`src/rtl/sfh_pkg.sv`:
```
// ----------------------------------------------------------------------------
// sfh_pkg
// Shared constants and types of the serial command frame handler.
// ----------------------------------------------------------------------------
package sfh_pkg;

   localparam int unsigned MAX_FRAME_LEN_DEF = 32;
   localparam int unsigned NUM_PINS          = 32;
   localparam int unsigned LEVEL_PINS        = 32;
   localparam int unsigned QUEUE_DEPTH       = 4;
   localparam int unsigned FRAME_OVERHEAD    = 5;

   localparam logic [7:0] START_BYTE = 8'h69;
   localparam logic [7:0] END_BYTE   = 8'h96;
   localparam logic [7:0] OP_DAC     = 8'h10;
   localparam logic [7:0] OP_DRIVE   = 8'h11;
   localparam logic [7:0] OP_READ    = 8'h12;
   localparam logic [7:0] LEN_DAC    = 8'd3;
   localparam logic [7:0] LEN_DRIVE  = 8'd2;
   localparam logic [7:0] LEN_READ   = 8'd1;
   localparam logic [7:0] ACK_DAC    = 8'h80;
   localparam logic [7:0] ACK_PIN    = 8'h81;
   localparam logic [7:0] ACK_ERR    = 8'hfe;
   localparam logic [7:0] READ_TAG   = 8'h01;
   localparam logic [7:0] ZERO_BYTE  = 8'h00;
   localparam logic [1:0] DAC_MODE   = 2'b11;

   // command kinds carried through the queue
   localparam logic [1:0] KIND_DAC   = 2'd0;
   localparam logic [1:0] KIND_DRIVE = 2'd1;
   localparam logic [1:0] KIND_READ  = 2'd2;
   localparam logic [1:0] KIND_ERR   = 2'd3;

   localparam logic [1:0] PIN_ACT_NONE  = 2'd0;
   localparam logic [1:0] PIN_ACT_DRIVE = 2'd1;
   localparam logic [1:0] PIN_ACT_INPUT = 2'd2;

   typedef struct packed {
      logic [1:0]  kind;
      logic [15:0] dac_word;
      logic [1:0]  pin_action;
      logic [7:0]  pin_number;
      logic        pin_drive;
      logic        read_bit;
   } cmd_type;

   typedef struct packed {
      logic [7:0]  reply_byte;
      logic        reply_last;
      logic        dac_write;
      logic [15:0] dac_word;
      logic [1:0]  pin_action;
      logic [7:0]  pin_number;
      logic        pin_drive;
   } rsp_type;

   typedef struct packed {
      logic    push;
      cmd_type cmd;
   } push_type;

endpackage

```
`src/rtl/sfh_front.sv`:
```
// ----------------------------------------------------------------------------
// sfh_front
// Frame parser: tracks the frame position, checks length, sum and end byte,
// and turns each valid frame into one command record.
// ----------------------------------------------------------------------------
module sfh_front #(
   parameter int unsigned MAX_FRAME_LEN = sfh_pkg::MAX_FRAME_LEN_DEF
) (
   input  logic               clock,
   input  logic               reset,
   input  logic               in_valid,
   input  logic [7:0]         in_byte,
   input  logic [31:0]        in_levels,
   input  logic               queue_full,
   output logic               in_ready,
   output sfh_pkg::push_type  push_out
);

   localparam int unsigned PW = $clog2(MAX_FRAME_LEN);

   logic [PW-1:0] pos_ff, pos_in;
   logic [7:0]    opcode_ff, opcode_in;
   logic [7:0]    len_ff, len_in;
   logic [7:0]    sum_ff, sum_in;
   logic [7:0]    prev_ff, prev_in;
   logic [7:0]    first_data_ff [3];

   logic          accept;
   logic [8:0]    pos9;
   logic [8:0]    len9;
   logic          data_phase;
   logic          end_phase;
   logic          too_long;
   logic          fd_we;
   logic [1:0]    fd_idx;
   logic          good_end;
   logic [7:0]    pin;
   logic          pin_ok;
   logic          read_bit;
   sfh_pkg::cmd_type cmd;
   logic          cmd_keep;

   assign accept   = in_valid && !queue_full;
   assign in_ready = !queue_full;

   assign pos9       = 9'(pos_ff);
   assign len9       = {1'b0, len_ff};
   assign data_phase = pos9 < (len9 + 9'd3);
   assign end_phase  = pos9 == (len9 + 9'd4);
   assign too_long   = ({1'b0, in_byte} + 9'(sfh_pkg::FRAME_OVERHEAD)) > 9'(MAX_FRAME_LEN);
   assign fd_idx     = 2'(pos9 - 9'd3);

   always_comb begin
      pos_in    = pos_ff;
      opcode_in = opcode_ff;
      len_in    = len_ff;
      sum_in    = sum_ff;
      prev_in   = prev_ff;
      fd_we     = 1'b0;
      good_end  = 1'b0;
      if (accept) begin
         prev_in = in_byte;
         if (pos9 == 9'd0) begin
            if (in_byte == sfh_pkg::START_BYTE) begin
               sum_in = 8'd0;
               pos_in = PW'(1);
            end
         end else if (pos9 == 9'd1) begin
            opcode_in = in_byte;
            pos_in    = PW'(2);
         end else if (pos9 == 9'd2) begin
            len_in = in_byte;
            pos_in = too_long ? '0 : PW'(3);
         end else begin
            if (data_phase) begin
               sum_in = sum_ff + in_byte;
               fd_we  = pos9 <= 9'd5;
            end
            if (end_phase) begin
               pos_in   = '0;
               good_end = (in_byte == sfh_pkg::END_BYTE) && (prev_ff == sum_ff);
            end else begin
               pos_in = pos_ff + 1'b1;
            end
         end
      end
   end

   // dispatch of a finished frame
   assign pin      = first_data_ff[0];
   assign pin_ok   = {1'b0, pin} < 9'(sfh_pkg::NUM_PINS);
   assign read_bit = (pin_ok && ({1'b0, pin} < 9'(sfh_pkg::LEVEL_PINS))) ?
                     in_levels[pin[4:0]] : 1'b0;

   always_comb begin
      cmd      = '0;
      cmd_keep = 1'b1;
      case (opcode_ff)
         sfh_pkg::OP_DAC: begin
            cmd.kind     = sfh_pkg::KIND_DAC;
            cmd.dac_word = {first_data_ff[0][1:0], sfh_pkg::DAC_MODE,
                            first_data_ff[1][3:0], first_data_ff[2]};
            cmd_keep     = len_ff == sfh_pkg::LEN_DAC;
         end
         sfh_pkg::OP_DRIVE: begin
            cmd.kind       = sfh_pkg::KIND_DRIVE;
            cmd.pin_action = pin_ok ? sfh_pkg::PIN_ACT_DRIVE : sfh_pkg::PIN_ACT_NONE;
            cmd.pin_number = pin;
            cmd.pin_drive  = |first_data_ff[1];
            cmd_keep       = len_ff == sfh_pkg::LEN_DRIVE;
         end
         sfh_pkg::OP_READ: begin
            cmd.kind       = sfh_pkg::KIND_READ;
            cmd.pin_action = pin_ok ? sfh_pkg::PIN_ACT_INPUT : sfh_pkg::PIN_ACT_NONE;
            cmd.pin_number = pin;
            cmd.read_bit   = read_bit;
            cmd_keep       = len_ff == sfh_pkg::LEN_READ;
         end
         default: begin
            cmd.kind = sfh_pkg::KIND_ERR;
         end
      endcase
   end

   assign push_out.push = good_end && cmd_keep;
   assign push_out.cmd  = cmd;

   always_ff @(posedge clock) begin
      if (reset) begin
         pos_ff    <= '0;
         opcode_ff <= 8'd0;
         len_ff    <= 8'd0;
         sum_ff    <= 8'd0;
         prev_ff   <= 8'd0;
      end else begin
         pos_ff    <= pos_in;
         opcode_ff <= opcode_in;
         len_ff    <= len_in;
         sum_ff    <= sum_in;
         prev_ff   <= prev_in;
      end
   end

   always_ff @(posedge clock) begin
      if (fd_we) begin
         first_data_ff[fd_idx] <= in_byte;
      end
   end

endmodule

```
`src/rtl/sfh_queue.sv`:
```
// ----------------------------------------------------------------------------
// sfh_queue
// Short command queue between the frame parser and the reply sequencer.
// ----------------------------------------------------------------------------
module sfh_queue (
   input  logic               clock,
   input  logic               reset,
   input  sfh_pkg::push_type  push_in,
   input  logic               pop,
   output logic               full,
   output logic               head_valid,
   output sfh_pkg::cmd_type   head
);

   localparam int unsigned DEPTH = sfh_pkg::QUEUE_DEPTH;
   localparam int unsigned AW    = $clog2(DEPTH);
   localparam int unsigned CW    = $clog2(DEPTH + 1);

   sfh_pkg::cmd_type entry_ff [DEPTH];
   logic [AW-1:0] wr_ptr_ff, wr_ptr_in;
   logic [AW-1:0] rd_ptr_ff, rd_ptr_in;
   logic [CW-1:0] count_ff, count_in;
   logic          do_push;
   logic          do_pop;

   assign full       = count_ff == CW'(DEPTH);
   assign head_valid = count_ff != '0;
   assign head       = entry_ff[rd_ptr_ff];
   assign do_push    = push_in.push && !full;
   assign do_pop     = pop && head_valid;

   always_comb begin
      wr_ptr_in = wr_ptr_ff;
      rd_ptr_in = rd_ptr_ff;
      count_in  = count_ff;
      if (do_push) begin
         wr_ptr_in = (wr_ptr_ff == AW'(DEPTH - 1)) ? '0 : wr_ptr_ff + 1'b1;
      end
      if (do_pop) begin
         rd_ptr_in = (rd_ptr_ff == AW'(DEPTH - 1)) ? '0 : rd_ptr_ff + 1'b1;
      end
      if (do_push && !do_pop) begin
         count_in = count_ff + 1'b1;
      end else if (do_pop && !do_push) begin
         count_in = count_ff - 1'b1;
      end
   end

   always_ff @(posedge clock) begin
      if (reset) begin
         wr_ptr_ff <= '0;
         rd_ptr_ff <= '0;
         count_ff  <= '0;
      end else begin
         wr_ptr_ff <= wr_ptr_in;
         rd_ptr_ff <= rd_ptr_in;
         count_ff  <= count_in;
      end
   end

   always_ff @(posedge clock) begin
      if (do_push) begin
         entry_ff[wr_ptr_ff] <= push_in.cmd;
      end
   end

endmodule

```
`src/rtl/sfh_back.sv`:
```
// ----------------------------------------------------------------------------
// sfh_back
// Reply sequencer: expands one command into its reply bytes, one transfer
// per cycle while out_ready allows, through a registered output stage.
// ----------------------------------------------------------------------------
module sfh_back (
   input  logic              clock,
   input  logic              reset,
   input  logic              head_valid,
   input  sfh_pkg::cmd_type  head,
   output logic              pop,
   input  logic              out_ready,
   output logic              out_valid,
   output sfh_pkg::rsp_type  out_data
);

   sfh_pkg::cmd_type cur_ff, cur_in;
   logic             active_ff, active_in;
   logic [2:0]       idx_ff, idx_in;
   logic             out_valid_ff, out_valid_in;
   sfh_pkg::rsp_type out_ff, out_in;

   logic       out_free;
   logic       load;
   logic [2:0] last_idx;
   logic       is_last;
   logic [7:0] byte_val;
   logic [7:0] read_val;

   assign out_free = !out_valid_ff || out_ready;
   assign load     = active_ff && out_free;
   assign last_idx = (cur_ff.kind == sfh_pkg::KIND_READ) ? 3'd5 : 3'd4;
   assign is_last  = idx_ff == last_idx;
   assign pop      = head_valid && (!active_ff || (load && is_last));
   assign read_val = {7'd0, cur_ff.read_bit};

   always_comb begin
      case (idx_ff)
         3'd0: byte_val = sfh_pkg::START_BYTE;
         3'd1: begin
            if (cur_ff.kind == sfh_pkg::KIND_ERR) begin
               byte_val = sfh_pkg::ACK_ERR;
            end else if (cur_ff.kind == sfh_pkg::KIND_DAC) begin
               byte_val = sfh_pkg::ACK_DAC;
            end else begin
               byte_val = sfh_pkg::ACK_PIN;
            end
         end
         3'd2: byte_val = (cur_ff.kind == sfh_pkg::KIND_READ) ? sfh_pkg::READ_TAG
                                                               : sfh_pkg::ZERO_BYTE;
         3'd3: byte_val = (cur_ff.kind == sfh_pkg::KIND_READ) ? read_val
                                                               : sfh_pkg::ZERO_BYTE;
         3'd4: byte_val = (cur_ff.kind == sfh_pkg::KIND_READ) ? read_val
                                                               : sfh_pkg::END_BYTE;
         3'd5: byte_val = sfh_pkg::END_BYTE;
         default: byte_val = sfh_pkg::ZERO_BYTE;
      endcase
   end

   always_comb begin
      cur_in       = cur_ff;
      active_in    = active_ff;
      idx_in       = idx_ff;
      out_valid_in = out_valid_ff;
      out_in       = out_ff;
      if (load) begin
         out_valid_in = 1'b1;
         out_in       = '0;
         out_in.reply_byte = byte_val;
         out_in.reply_last = is_last;
         // command side fields ride on the first reply byte only
         if (idx_ff == 3'd0) begin
            out_in.dac_write  = cur_ff.kind == sfh_pkg::KIND_DAC;
            out_in.dac_word   = cur_ff.dac_word;
            out_in.pin_action = cur_ff.pin_action;
            out_in.pin_number = cur_ff.pin_number;
            out_in.pin_drive  = cur_ff.pin_drive;
         end
         idx_in = is_last ? 3'd0 : idx_ff + 3'd1;
         if (is_last) begin
            active_in = 1'b0;
         end
      end else if (out_free) begin
         out_valid_in = 1'b0;
      end
      if (pop) begin
         cur_in    = head;
         active_in = 1'b1;
      end
   end

   always_ff @(posedge clock) begin
      if (reset) begin
         active_ff    <= 1'b0;
         idx_ff       <= 3'd0;
         out_valid_ff <= 1'b0;
      end else begin
         active_ff    <= active_in;
         idx_ff       <= idx_in;
         out_valid_ff <= out_valid_in;
      end
   end

   always_ff @(posedge clock) begin
      cur_ff <= cur_in;
      out_ff <= out_in;
   end

   assign out_valid = out_valid_ff;
   assign out_data  = out_ff;

endmodule

```
`src/rtl/serial_command_frame_handler_unit.sv`:
```
// ----------------------------------------------------------------------------
// serial_command_frame_handler_unit
// Command frame parser and reply generator for a received serial byte stream.
// ----------------------------------------------------------------------------
// Takes one received byte per cycle on the req_ side while req_tready is
// high and recognizes frames 0x69, opcode, length, data, sum of data, 0x96.
// Each valid frame becomes a command in a four-entry queue; the reply side
// turns it into a reply frame of five bytes (six for a pin read), sent from
// a registered output stage at one byte per cycle while rsp_tready is high,
// with the DAC word or pin command fields on the first reply byte. req_tready
// is low only while that command queue is full, so input keeps flowing at
// one byte per cycle whenever the reply side keeps up. Frames whose total
// length would exceed MAX_FRAME_LEN are dropped at their length byte.
module serial_command_frame_handler_unit #(
   parameter int unsigned MAX_FRAME_LEN = sfh_pkg::MAX_FRAME_LEN_DEF
) (
   input  logic        clock,
   input  logic        reset,
   input  logic        req_tvalid,
   output logic        req_tready,
   input  logic [39:0] req_tdata,   // rx_byte[7:0], pin_levels[39:8]
   input  logic        rsp_tready,
   output logic        rsp_tvalid,
   output logic [39:0] rsp_tdata,   // reply_byte[7:0], dac_word[23:8],
                                    // pin_number[31:24], pin_drive[32], zero fill
   output logic        rsp_tlast,
   output logic [2:0]  rsp_tuser    // dac_write[0], pin_action[2:1]
);

   sfh_pkg::push_type push;
   sfh_pkg::cmd_type  head;
   sfh_pkg::rsp_type  rsp;
   logic              queue_full;
   logic              head_valid;
   logic              pop;

   sfh_front #(
      .MAX_FRAME_LEN (MAX_FRAME_LEN)
   ) u_front (
      .clock      (clock),
      .reset      (reset),
      .in_valid   (req_tvalid),
      .in_byte    (req_tdata[7:0]),
      .in_levels  (req_tdata[39:8]),
      .queue_full (queue_full),
      .in_ready   (req_tready),
      .push_out   (push)
   );

   sfh_queue u_queue (
      .clock      (clock),
      .reset      (reset),
      .push_in    (push),
      .pop        (pop),
      .full       (queue_full),
      .head_valid (head_valid),
      .head       (head)
   );

   sfh_back u_back (
      .clock      (clock),
      .reset      (reset),
      .head_valid (head_valid),
      .head       (head),
      .pop        (pop),
      .out_ready  (rsp_tready),
      .out_valid  (rsp_tvalid),
      .out_data   (rsp)
   );

   assign rsp_tdata = {7'd0, rsp.pin_drive, rsp.pin_number, rsp.dac_word, rsp.reply_byte};
   assign rsp_tlast = rsp.reply_last;
   assign rsp_tuser = {rsp.pin_action, rsp.dac_write};

endmodule

```
`config.mk`:
```
export PLATFORM = sky130hd
export DESIGN_NAME = serial_command_frame_handler_unit
export DESIGN_NICKNAME = d
export VERILOG_FILES = /design/src/rtl/sfh_pkg.sv /design/src/rtl/sfh_front.sv /design/src/rtl/sfh_queue.sv /design/src/rtl/sfh_back.sv /design/src/rtl/serial_command_frame_handler_unit.sv
export SDC_FILE = /design/constraint.sdc
export NUM_CORES = 1
export LEC_CHECK = 0
export BUFFER_PORTS_ARGS = -buffer_cell sky130_fd_sc_hd__buf_2
export CAP_MARGIN = 10
export CORE_UTILIZATION = 50
export DETAILED_ROUTE_END_ITERATION = 8
export PLACE_DENSITY = 0.73
export SLEW_MARGIN = 15
export SYNTH_ARGS = -nofsm -noshare
export SYNTH_HDL_FRONTEND = slang
export SYNTH_HIERARCHICAL = 1
export SYNTH_SLANG_ARGS = --single-unit
```
`constraint.sdc`:
```
create_clock -name clock -period 5.1 [get_ports clock]
set_input_delay 0.255 -clock clock [delete_from_list [all_inputs] [get_ports clock]]
set_output_delay 0.255 -clock clock [all_outputs]
set_load 0.02 [all_outputs]
```
Word-level counts from Yosys, hierarchy flattened
Memory sizes are Yosys's and may differ from the RTL's. A register that Yosys moved wholly into a read port is not among the register bits.
Index checks and enable logic that the tools add are counted.
{"block": "op_classes", "n_reduce_logical": 32, "n_addsub": 11, "n_eq_ne": 26, "order_cmp": 5, "mux": 53, "n_bitwise": 2}
{"cell": "8-bit 2-to-1 mux", "n": 7}
{"cell": "8-bit case mux with 6 select lines", "n": 1}
{"cell": "1-bit 2-to-1 mux", "n": 28}
{"cell": "5-bit 2-to-1 mux", "n": 5}
{"cell": "8-bit by 5-bit == test with 1-bit output, second input constant", "n": 3}
{"cell": "10-bit case mux with 2 select lines", "n": 1}
{"cell": "8-bit by 3-bit adder with 9-bit output, second input constant", "n": 2}
{"cell": "8-bit by 2-bit == test with 1-bit output, second input constant", "n": 2}
{"cell": "16-bit 2-to-1 mux", "n": 1}
{"cell": "1-bit logical AND", "n": 10}
{"cell": "2-bit nonzero test", "n": 5}
{"cell": "8-bit by 2-bit adder with 9-bit output, second input constant", "n": 1}
{"cell": "3-bit == test, second input constant", "n": 3}
{"cell": "5-bit by 9-bit == test with 1-bit output", "n": 1}
{"cell": "9-bit by 6-bit greater-than comparator with 1-bit output, second input constant", "n": 1}
{"cell": "9-bit zero test", "n": 1}
{"cell": "5-bit by 9-bit less-than comparator with 1-bit output", "n": 1}
{"cell": "3-bit 2-to-1 mux", "n": 3}
{"cell": "8-bit adder", "n": 1}
{"cell": "2-bit == test, second input constant", "n": 4}
{"cell": "8-bit by 1-bit == test with 1-bit output, second input constant", "n": 1}
{"cell": "8-bit by 7-bit == test with 1-bit output, second input constant", "n": 1}
{"cell": "8-bit == test", "n": 1}
{"cell": "8-bit == test, second input constant", "n": 1}
{"cell": "30 further kinds", "n": 44}
{"block": "word_totals", "ff_bits": 86, "in_bits": 44, "out_inout_bits": 46, "n_memories": 2, "wordCells": 149, "ramBits": 144}
{"memory": "u_queue.entry_ff", "depth": 4, "width": 30, "rd": 1, "rd_clocked_by_memory_dff": 1, "write_ports": 1, "line": "sfh_queue.sv:19", "rtl": "sfh_pkg::cmd_type entry_ff [DEPTH];"}
{"memory": "u_front.first_data_ff", "depth": 3, "width": 8, "rd": 3, "rd_clocked_by_memory_dff": 0, "write_ports": 1, "line": "sfh_front.sv:26", "rtl": "logic [7:0] first_data_ff [3];"}

Depth between registers and ports, before layout
Gate-level depths: netlist (run 1).
{"block": "depth", "depth_word": 13, "mapped_depth": 15, "depth_no_buf": 14}

Cells and area by module
The synthesis (run 1) kept the hierarchy.
{"module": "sfh_queue", "cells_each": 206, "area_per_inst_um2": 4809.6, "instances": 1, "seq_area_each_um2": 3783.6}
{"module": "sfh_front", "cells_each": 374, "area_per_inst_um2": 3667.3, "instances": 1, "seq_area_each_um2": 1461.4}
{"module": "sfh_back", "cells_each": 149, "area_per_inst_um2": 2622.5, "instances": 1, "seq_area_each_um2": 1991.9}
{"module": "serial_command_frame_handler_unit", "cells_each": 8, "area_per_inst_um2": 56.3, "instances": 1, "seq_area_each_um2": 0.0}

Worst setup path before layout (run 1)
OpenSTA, ideal clock, no wires.
{"block": "synth_timing", "path_kind": "register to register", "from": "register u_queue.count_ff[0]", "to": "register u_queue.count_ff[2]", "arrival_ps": 3497, "setup_slack_ps": 1533, "path_stages_with_launch": 16, "required_time_ps": 5030, "period_less_slack_ps": 3567, "setup_time_ps": 70, "n_path_buf": 1, "cell_sequence": "dfxtp_1 > or3b_1 > buf_6 > clkinv_4 > nor2b_1 > o21ai_2 > or4_1 > nor3_1 > bufinv_8 > nor2_2 > ha_1 > inv_1 > fa_1 > xor2_1 > or3_1 > a21oi_1"}
{"item": "start: declaration", "line": "sfh_queue.sv:22", "rtl": "logic [CW-1:0] count_ff, count_in;"}
{"item": "start signal: assignment", "line": "sfh_queue.sv:57", "rtl": "count_ff <= count_in;"}

==> results of run 1 <==
## state kept, by name, indices dropped and copies added (netlist names), named ones only
name                   flops
u_back/active_ff           1
u_queue/rd_ptr_ff          2
u_queue/wr_ptr_ff          2
u_front/sum_ff             8
u_front/len_ff             8
u_front/opcode_ff          8
u_back/cur_ff             30
u_front/prev_ff            8
u_back/out_data           33
u_queue/count_ff           3
u_back/idx_ff              3
u_back/out_valid           1
u_front/pos_ff             5
u_queue/entry_ff         120
u_front/first_data_ff     24
## worst paths after layout
| path | endpoint | slack, ns | cells after the start |
|---|---|---|---|
| worst max-delay path | u_queue/count_ff[2] | 0.98 | 14 |
| worst min-delay path | u_back/out_valid | 0.05 | 4 |
| worst max register to register | u_queue/count_ff[2] | 0.98 | 14 |
| worst min register to register | u_front/prev_ff[3] | 0.47 | 2 |
## layer usage
metal | up-vias | part of all wire, % | global-route usage (%)
li1 | 2912 | - | -
met1 | 2946 | 44 | 24.5
met2 | 162 | 49 | 28.9
met3 | 33 | 4.7 | 2.74
met4 | 0 | 1.8 | 4.60
met5 | - | 0 | 0
## area by class of cell
| type | count | area (um2) | area share (%) |
|---|---|---|---|
| timing repair buffer | 92 | 485 | 3.81 |
| clock buffer | 31 | 691 | 5.43 |
| inverter | 31 | 135 | 1.06 |
| tap | 280 | 350 | 2.75 |
| clock inverter | 18 | 274 | 2.15 |
| sequential | 258 | 7240 | 56.9 |
| multi-input combinational | 414 | 3550 | 27.9 |
## metrics by stage
stage	worst slack [ns]	cells	cell area [um2]	util, %
5_1_grt	0.637	1124	12700	58.3
6_report	0.978	1124	12700	58.3
3_3_place_gp	1.16	1075	11800	53.9
3_5_place_dp	1.03	1075	11800	53.9
2_1_floorplan	1.53	743	11200	-
4_1_cts	0.977	1124	12700	58.3
## power by group through the flow
stage	sequential, mW	combinational (mW)	clock, mW
finish	2.25	0.0712	2.10
CTS	2.25	0.0719	2.14
global placement	2.29	0.0704	0
floorplan	2.29	0.0411	0
detailed placement	2.30	0.0717	0
global route	2.25	0.0779	2.23
## cell usage in the layout (no fill, tap or decap), types with 8 or more instances in the layout
master                      count
sky130_fd_sc_hd__nor4_1         8
sky130_fd_sc_hd__nand3_1        9
sky130_fd_sc_hd__inv_1         28
sky130_fd_sc_hd__and2_4        17
sky130_fd_sc_hd__edfxtp_1     207
sky130_fd_sc_hd__nor2_1        40
sky130_fd_sc_hd__mux4_2        40
sky130_fd_sc_hd__nand2_1       43
sky130_fd_sc_hd__and3_1         9
sky130_fd_sc_hd__buf_4         10
sky130_fd_sc_hd__ha_1          33
sky130_fd_sc_hd__xnor2_1       16
sky130_fd_sc_hd__buf_2         82
sky130_fd_sc_hd__and2_2         8
sky130_fd_sc_hd__nor3_1         9
sky130_fd_sc_hd__and2_1        28
sky130_fd_sc_hd__nor2b_1       10
sky130_fd_sc_hd__a21oi_1       26
sky130_fd_sc_hd__o21ai_0        8
sky130_fd_sc_hd__mux2i_1       26
sky130_fd_sc_hd__clkbuf_16     27
sky130_fd_sc_hd__dfxtp_1       49
## tightest hold or removal path: cells and delay by family
| kind | cells | cell delay (ns) |
|---|---|---|
| buffers and inverters | 1 | 0.09 |
| and+or+nand+nor | 3 | 0.18 |
## kinds of logic (layout without fill, tap and decap cells)
| group | Yosys count | after routing | synth area share, % |
|---|---|---|---|
| buf+inv | 71 | 172 | 3.48 |
| mux | 66 | 66 | 10.4 |
| simple gates | 209 | 209 | 10.5 |
| flops | 258 | 258 | 64.9 |
| compound gates | 73 | 73 | 4.71 |
| other cells | 1 | 7 | 0.0336 |
| fa+ha+maj | 35 | 35 | 4.06 |
| xor+xnor | 24 | 24 | 1.95 |
==> metrics.md, run 1 <==
| Metric | Value |
|---|---|
| Number of warning messages in the yosys log | 6 |
| Areal power density over the cells | 348 nW/um2 |
| Layout cells sized above 1 | between 20% and 30% |
| Total of flip-flops plus latches after synthesis | 258 |
| GP Congestion | 0.882 |
| Wire length per cell after detailed routing | 17.5 um |
| Total number of H-tree levels | 1 |
| Transition time of the tightest slew-check pin | 0.946 ns |
| Reported leakage power | roughly 4.3 nW |
| Total length of routed wires | between 15000 and 20000 um |
| Max Cap Violations | 0 |
| Post-layout nets | 903 |
| Reg2Reg Launch Point | u_front/pos_ff[1] |
| Worst setup startpoint | u_front/pos_ff[1] |
| Number of setup violations in the final report | 0 |
| Delay of the slowest critical-path stage | around 0.56 ns |
| Drt first pass iters | 4 |
| Detailed-route DRC error count | 0 |
| Std-Cell Rows | 54 |
| Hold buffers post-CTS | 0 |
| Critical setup path kind | flip-flop to flip-flop |
| Clock transition at path regs | 0.06 ns |
| Total gr overflow | 0 |
| Clock skew after layout | 0.0144 ns |
| Final antenna-violating net count | 0 |
| Worst-skew pair later-pin latency | about 0.52 ns |
| Type of element launching the critical path | flip-flop |
| Kind of cell with the highest combined delay on the critical path | simple AND/OR/NAND/NOR gates |
| Cell area after synthesis | between 10000 and 15000 um2 |
| Core ar. | ~22000 um2 |
| Starting density of the core | between 50% and 60% |
| Number of global-route vias before repair | around 5700 |
| Net switching fraction of the power | 18.5% |
| Critical path fanouts, max | 8 |
| Final total power | 4.42 mW |
| Final number of hold-violating endpoints | 0 |
| Int Pwr | between 3 and 4 mW |
| Data arrival at the endpoint of the critical path | between 4 and 5 ns |
| Number of buffers created by CTS | 27 |
| Post-layout minimum cycle time | 4.12 ns |
| Total number of vias | around 6100 |
| Number of post-CTS setup repair buffers | 0 |
| Worst Hold Class | primary input to flip-flop |
| Buffer type at the clock tree root | sky130_fd_sc_hd__clkbuf_16 |
| Highest clock rate | ~240 MHz |
| Detailed-placement wirelength estimate | 12300 um |
| Most instantiated flip-flop cell in the synthesis netlist | sky130_fd_sc_hd__edfxtp_1 |
| Die area | between 20000 and 25000 um2 |
| Clock tree from TritonCTS | built |
| Width of the chip | between 150 and 200 um |
| Share of total power in the clock network | 47.5% |
| IR drop worst, VDD | 243 uV |
| Vias per inst | 5.39 |
| Top-count cell post-synth | sky130_fd_sc_hd__edfxtp_1 |
| Pins Over Slew Limit | 0 |
| Die height | about 150 um |
| Layout Area Growth over Synthesis | 14.1% |
| Power share of the sequential group | 50.9% |
| Relative contribution of combinational cells to total power | roughly 1.6% |
| DR iter-0 viols | 369 |
| Summed negative setup slack over all endpoints | 0 ns |
| Synth top area share | a little under three fifths |
| Total buffers and inverters traversed by the critical path | 3 |
| Req. time, crit path | about 5.6 ns |
| Gate count of the mapped netlist | 737 |
| Switching power summed over all nets | slightly above 0.8 mW |
| Antenna fix cells | 0 |
| Cell-by-cell listing of the critical path | inv_1 > ha_1 > nor3_1 > o21ai_2 > or4_1 > nor3_1 > bufinv_8 > nor2_2 > ha_1 > inv_1 > fa_1 > xor2_1 > or3_1 > a21oi_1 |
| Count of cells resized by post-cts repair | 0 |
| Sequential-to-total area share from yosys stat | between 60% and 70% |
| Main area contributors after synthesis | sky130_fd_sc_hd__edfxtp_1 (56%), sky130_fd_sc_hd__dfxtp_1 (9.2%), sky130_fd_sc_hd__mux4_2 (8.1%), sky130_fd_sc_hd__ha_1 (3.7%), sky130_fd_sc_hd__mux2i_1 (2.3%) |
| Outcome | completed |
| Worst slew slack as a fraction of its limit | between 30 and 40% |
| Type of destination of the critical path | flip-flop |
| Period Utilization, post-route | about four fifths |
| Total routing usage reported by global routing | approximately 18% |
| Number of antenna violations at the first check in global routing | 0 |
| Number of port buffers | 82 |
| Worst hold-check slack | 0.0492 ns |
| Hold Crit Start | rsp_tready |
| Unrepaired setup endpoints after global routing | false |
| Most instantiated cells after synthesis | sky130_fd_sc_hd__edfxtp_1 (207), sky130_fd_sc_hd__dfxtp_1 (51), sky130_fd_sc_hd__nand2_1 (43) |
| Master of the slowest instance on the critical path | sky130_fd_sc_hd__nor3_1 |
| Leading area contributor after synthesis | sky130_fd_sc_hd__edfxtp_1 |
| Number of library cell types mapped by synthesis | between 70 and 80 |
| Clock sinks | between 200 and 300 |
| I/O pin count | 90 |
| Global-route wire length before repair | 30800 um |
| Number of synthesized flops with an enable pin | about 210 |
| Fraction of registers with async set or reset after synthesis | 0% |
| Syn_area_per_cell | between 15 and 20 um2 |
| Number of buffers on the longest clock path | 3 |
| Number of fillers in the final layout | 1687 |
| Maximum number of pins on one net before global-route repair | 50 |
Note: power is estimated with default switching activity, not from simulation.
==> run 2: changes to the inputs <==
--- a/config.mk
+++ b/config.mk
@@ -9,7 +9,7 @@
 export CAP_MARGIN = 10
 export CORE_UTILIZATION = 50
 export DETAILED_ROUTE_END_ITERATION = 8
-export PLACE_DENSITY = 0.73
+export PLACE_DENSITY = 0.76
 export SLEW_MARGIN = 15
 export SYNTH_ARGS = -nofsm -noshare
 export SYNTH_HDL_FRONTEND = slang
==> constraint.sdc (replaced) <==
create_clock -name clock -period 3.64 [get_ports clock]
set_input_delay 0.182 -clock clock [delete_from_list [all_inputs] [get_ports clock]]
set_output_delay 0.182 -clock clock [all_outputs]
set_load 0.02 [all_outputs]
==> metrics.md, run 2 (synthesis gave the netlist of run 1 again) <==
| Metric | Value |
|---|---|
| Global-route wire length before repair | 31700 um |
| Number of global-route vias before repair | 6070 |
| Number of standard cells in the layout, taps in and fillers out | around 1100 |
| Type of destination of the critical path | flip-flop |
| Die height | roughly 150 um |
| Highest clock rate | around 300 MHz |
| Layout cells sized above 1 | between 20% and 30% |
| Delay of the slowest critical-path stage | around 0.55 ns |
| Final total power | a little over 6 mW |
| Detailed-route DRC error count | 0 |
| I/O pin count | 90 |
| Pins Over Slew Limit | 0 |
| Post-layout minimum cycle time | about 3.4 ns |
| Clock sinks | 258 |
| Width of the chip | between 150 and 200 um |
| Total gr overflow | 0 |
| Max Cap Violations | 0 |
| Final number of hold-violating endpoints | 0 |
| Summed negative setup slack over all endpoints | 0 ns |
| Number of setup violations in the final report | 0 |
| Total routing usage reported by global routing | 18.3% |
| Unrepaired setup endpoints after global routing | false |
| Commonest non-fill, non-tap cell in the layout | sky130_fd_sc_hd__edfxtp_1 |
| Worst-skew pair later-pin latency | between 0.5 and 0.6 ns |
| Number of fillers in the final layout | 1655 |
| Number of post-CTS setup repair buffers | 0 |
| Highest-count cells in the layout ignoring fill and taps | sky130_fd_sc_hd__edfxtp_1 (207), sky130_fd_sc_hd__buf_2 (82), sky130_fd_sc_hd__dfxtp_1 (48) |
| Clock tree from TritonCTS | built |
| Master of the slowest instance on the critical path | sky130_fd_sc_hd__or4_1 |
| Final antenna-violating net count | 0 |
| Number of port buffers | 82 |
| Transition time of the tightest slew-check pin | slightly below 0.8 ns |
| Reported leakage power | 4.42 nW |
| Number of antenna violations at the first check in global routing | 0 |
| Critical path fanouts, max | 5 |
| Number of buffers created by CTS | 27 |
| Worst Hold Class | primary input to flip-flop |
| Count of placed standard cells including taps | around 1100 |
| Data arrival at the endpoint of the critical path | 3.81 ns |
| Core ar. | roughly 22000 um2 |
| DR iter-0 viols | around 370 |
| Buffer type at the clock tree root | sky130_fd_sc_hd__clkbuf_16 |
| Total number of H-tree levels | 1 |
| Type of element launching the critical path | flip-flop |
| Total number of vias | slightly above 6000 |
| Vias per inst | ~5.4 |
| Largest register by flop count | u_queue/entry_ff |
| Starting density of the core | 51.1% |
| Number of buffers on the longest clock path | 3 |
| Detailed-placement wirelength estimate | between 10000 and 15000 um |
| Die area | between 20000 and 25000 um2 |
| Std-Cell Rows | 54 |
| Outcome | completed |
| Total length of routed wires | a little over 20000 um |
| Post-layout nets | slightly above 900 |
| Areal power density over the cells | between 400 and 500 nW/um2 |
| GP Congestion | 0.906 |
| Period Utilization, post-route | 92.1% |
| Drt first pass iters | 4 |
| Clock transition at path regs | 0.06 ns |
| Cell-by-cell listing of the critical path | inv_1 > ha_1 > nor3_1 > o21ai_2 > or4_1 > nor3_2 > bufinv_8 > nor2_2 > ha_1 > inv_1 > fa_1 > xor2_1 > or3_1 > a21oi_1 |
| Critical setup path kind | flip-flop to flip-flop |
| Req. time, crit path | just over 4 ns |
| Maximum number of pins on one net before global-route repair | 36 |
| Wire length per cell after detailed routing | roughly 18 um |
| Clock skew after layout | 0.0195 ns |
| Largest register FFs | 120 |
| Kind of cell with the highest combined delay on the critical path | simple AND/OR/NAND/NOR gates |
| Worst slew slack as a fraction of its limit | between 40% and 50% |
| IR drop worst, VDD | 339 uV |
| Layout Area Growth over Synthesis | 15.2% |
| Antenna fix cells | 0 |
| Total buffers and inverters traversed by the critical path | 3 |
-- run 2: metal layers --
layer  vias to the layer above  wire length (um)  part of all wire [%]  global-route usage (%)
li1                       2944                 -                     -                       -
met1                      2983              8660                    43                    23.5
met2                       150             10000                    50                    31.1
met3                        38               976                   4.8                    3.07
met4                         0               485                   2.4                    6.55
met5                         -                 0                     0                       0
-- run 2: final cells by class --
class / count / area (um2) / area share [%]
Sequential cell: 258 / 7240 / 56.3
Clock inverter: 16 / 262 / 2.03
Inverter: 31 / 135 / 1.05
Timing Repair Buffer: 108 / 608 / 4.73
Tap cell: 280 / 350 / 2.73
Multi-Input combinational cell: 414 / 3560 / 27.7
Clock buffer: 32 / 694 / 5.40
-- run 2: metrics by stage --
stage                     util (%)  setup WS (ns)  cell area [um2]  hold slack [ns]
after floorplan                  -         0.0725            11200            0.281
after global placement        54.4          0.223            11900            0.454
after detailed placement      54.4          0.160            11900            0.460
after CTS                     58.8          0.144            12800         0.000627
after global routing          58.9       0.000680            12900           0.0270
final                         58.9          0.289            12900           0.0252
-- run 2: repair_timing --
| action | 4_1_cts | 5_1_grt |
|---|---|---|
| resized for setup | 0 | 3 |
| hold buffers | 1 | 0 |
| setup endpoints to repair | 0 | 1 |
| hold endpoints to repair | 1 | 0 |
-- run 2: final timing paths --
check	start	slack, ns	cells after the start	to
max	u_front/pos_ff[0]	0.29	14	u_queue/count_ff[2]
min	req_tdata[7]	0.03	3	u_front/prev_ff[7]
max reg2reg	u_front/pos_ff[0]	0.29	14	u_queue/count_ff[2]
min reg2reg	u_front/prev_ff[4]	0.47	2	u_front/prev_ff[4]
-- run 2: report_power, final --
| part | total (mW) | switching (mW) | internal [mW] |
|---|---|---|---|
| sequential | 3.15 | 0.00321 | 3.15 |
| clock | 2.94 | 1.09 | 1.85 |
| combinational | 0.110 | 0.0641 | 0.0460 |
| total | 6.20 | 1.15 | 5.05 |
-- run 2: worst reg2reg max path, cell delays in order, from the launching register on --
cell and delay (ns):
sky130_fd_sc_hd__dfxtp_2 0.36, sky130_fd_sc_hd__inv_1 0.10, sky130_fd_sc_hd__ha_1 0.23, sky130_fd_sc_hd__nor3_1 0.22, sky130_fd_sc_hd__o21ai_2 0.08, sky130_fd_sc_hd__or4_1 0.55, sky130_fd_sc_hd__nor3_2 0.15, sky130_fd_sc_hd__bufinv_8 0.21
sky130_fd_sc_hd__nor2_2 0.14, sky130_fd_sc_hd__ha_1 0.20, sky130_fd_sc_hd__inv_1 0.06, sky130_fd_sc_hd__fa_1 0.37, sky130_fd_sc_hd__xor2_1 0.17, sky130_fd_sc_hd__or3_1 0.30, sky130_fd_sc_hd__a21oi_1 0.14
==> run 3: changes to the inputs <==
--- a/config.mk
+++ b/config.mk
@@ -9,7 +9,7 @@
 export CAP_MARGIN = 10
 export CORE_UTILIZATION = 50
 export DETAILED_ROUTE_END_ITERATION = 8
-export PLACE_DENSITY = 0.76
+export PLACE_DENSITY = 0.73
 export SLEW_MARGIN = 15
 export SYNTH_ARGS = -nofsm -noshare
 export SYNTH_HDL_FRONTEND = slang
==> constraint.sdc (replaced) <==
create_clock -name clock -period 4 [get_ports clock]
set_input_delay 0.2 -clock clock [delete_from_list [all_inputs] [get_ports clock]]
set_output_delay 0.2 -clock clock [all_outputs]
set_load 0.1 [all_outputs]
==> metrics.md, run 3 (synthesis gave the netlist of run 1 again) <==
| Metric | Value |
|---|---|
| Layout Area Growth over Synthesis | 13.6% |
| Wire length per cell after detailed routing | 17.6 um |
| Post-route design area | between 10000 and 15000 um2 |
| Area taken by multi-input logic gates | ~3600 um2 |
| Vias per inst | around 5.4 |
| Number of antenna violations at the first check in global routing | 0 |
| Final antenna-violating net count | 0 |
| Total routing usage reported by global routing | roughly 18% |
| Number of fillers in the final layout | around 1700 |
| Die height | ~150 um |
| Pins Over Slew Limit | 0 |
| Total gr overflow | 0 |
| Width of the chip | 151 um |
| Total buffers and inverters traversed by the critical path | 3 |
| Total number of vias | between 6000 and 7000 |
| DR iter-0 viols | 366 |
| Critical path fanouts, max | 8 |
| Req. time, crit path | ~4.5 ns |
| Number of standard cells in the layout, taps in and fillers out | 1129 |
| Commonest non-fill, non-tap cell in the layout | sky130_fd_sc_hd__edfxtp_1 |
| Worst Hold Class | primary input to flip-flop |
| Std-Cell Rows | 54 |
| Summed negative setup slack over all endpoints | 0 ns |
| Total number of H-tree levels | 1 |
| Antenna fix cells | 0 |
| Cell-by-cell listing of the critical path | inv_1 > ha_1 > nor3_1 > o21ai_2 > or4_1 > nor3_1 > bufinv_8 > nor2_2 > ha_1 > inv_1 > fa_1 > xor2_1 > or3_1 > a21oi_1 |
| Detailed-placement wirelength estimate | 12500 um |
| Final number of hold-violating endpoints | 0 |
| Number of setup violations in the final report | 0 |
| IR drop worst, VDD | 324 uV |
| Drt first pass iters | 4 |
| Number of buffers on the longest clock path | 3 |
| Footprint of the flip-flops and latches | around 7200 um2 |
| GP Congestion | approximately 0.89 |
| Delay of the slowest critical-path stage | ~0.55 ns |
| Worst slew slack as a fraction of its limit | around half |
| Highest clock rate | 269 MHz |
| Largest register by flop count | u_queue/entry_ff |
| Maximum number of pins on one net before global-route repair | 37 |
| Post-layout minimum cycle time | 3.72 ns |
| Clock tree from TritonCTS | built |
| Number of port buffers | between 80 and 90 |
| Max Cap Violations | 0 |
| Number of post-CTS setup repair buffers | 0 |
| Largest register FFs | between 100 and 150 |
| Reported leakage power | ~4.3 nW |
| Number of buffers created by CTS | 27 |
| Clock skew after layout | between 0.01 and 0.015 ns |
| Transition time of the tightest slew-check pin | around 0.76 ns |
| Highest-count cells in the layout ignoring fill and taps | sky130_fd_sc_hd__edfxtp_1 (207), sky130_fd_sc_hd__buf_2 (82), sky130_fd_sc_hd__dfxtp_1 (49) |
| Outcome | completed |
| Worst-skew pair later-pin latency | about 0.54 ns |
| PnR worst setup slack | ~0.28 ns |
| Type of element launching the critical path | flip-flop |
| Unrepaired setup endpoints after global routing | false |
| Number of global-route vias before repair | 5975 |
| Critical setup path kind | flip-flop to flip-flop |
| Core ar. | around 22000 um2 |
| Data arrival at the endpoint of the critical path | 4.19 ns |
| I/O pin count | 90 |
| Worst hold-check slack | around 0.025 ns |
| Total length of routed wires | between 15000 and 20000 um |
| Global-route wire length before repair | 31400 um |
| Type of destination of the critical path | flip-flop |
| Detailed-route DRC error count | 0 |
| Clock sinks | 258 |
| Master of the slowest instance on the critical path | sky130_fd_sc_hd__or4_1 |
| Areal power density over the cells | between 400 and 500 nW/um2 |
| Period Utilization, post-route | between 90% and 100% |
| Kind of cell with the highest combined delay on the critical path | simple AND/OR/NAND/NOR gates |
| Post-layout nets | 907 |
| Area post-placement | about 12000 um2 |
| Clock transition at path regs | 0.06 ns |
| Count of placed standard cells including taps | ~1100 |
| Layout cells sized above 1 | a little over a quarter |
| Die area | 22900 um2 |
| Worst slack at placement | 0.290 ns |
| Starting density of the core | around half |
| Buffer type at the clock tree root | sky130_fd_sc_hd__clkbuf_16 |
==> run 3: final timing paths <==
path                       from             endpoint  slack [ns]  cells past startpoint
max           u_front/pos_ff[1]  u_queue/count_ff[2]        0.28                     14
min                req_tdata[0]   u_front/prev_ff[0]        0.02                      3
max reg2reg   u_front/pos_ff[1]  u_queue/count_ff[2]        0.28                     14
min reg2reg  u_front/prev_ff[4]   u_front/prev_ff[4]        0.47                      2
==> run 3: routing by layer <==
metal	GRT usage, %	vias up	part of all wire [%]
li1	-	2923	-
met1	24.1	2990	44
met2	30.1	124	50
met3	2.77	36	4.0
met4	4.60	0	1.9
met5	0	-	0
==> run 3: cell type report <==
type	count	area share (%)
flip-flops and latches	258	57.1
well taps	280	2.76
repair buffers	96	4.09
clock buffers	28	5.36
multi-input cells	414	28.0
clock inverters	22	1.58
inverters	31	1.07
==> run 3: tightest hold or removal path: cells and delay by family <==
kind                   cells  cell delay (ns)
AND/OR/NAND/NOR            1             0.08
AO/OA/AOI/OAI              1             0.05
buffers and inverters      1             0.17
==> run 3: through the flow <==
step	util, %	total power [mW]
floorplan	-	3.00
global placement	54.0	3.04
detailed placement	54.0	3.04
CTS	58.1	5.48
global route	58.1	5.60
finish	58.1	5.43
==> run 3: what timing repair did <==
item	in CTS	in global routing
hold buffers	1	0
gates resized for setup	0	0
hold endpoints to repair	1	0
==> run 3: power by group <==
group	switching, mW	internal (mW)	leakage, nW
clock network	1.01	1.43	0.433
logic	0.0785	0.0383	1.82
registers	0.00303	2.87	2.08
total	1.10	4.34	4.33
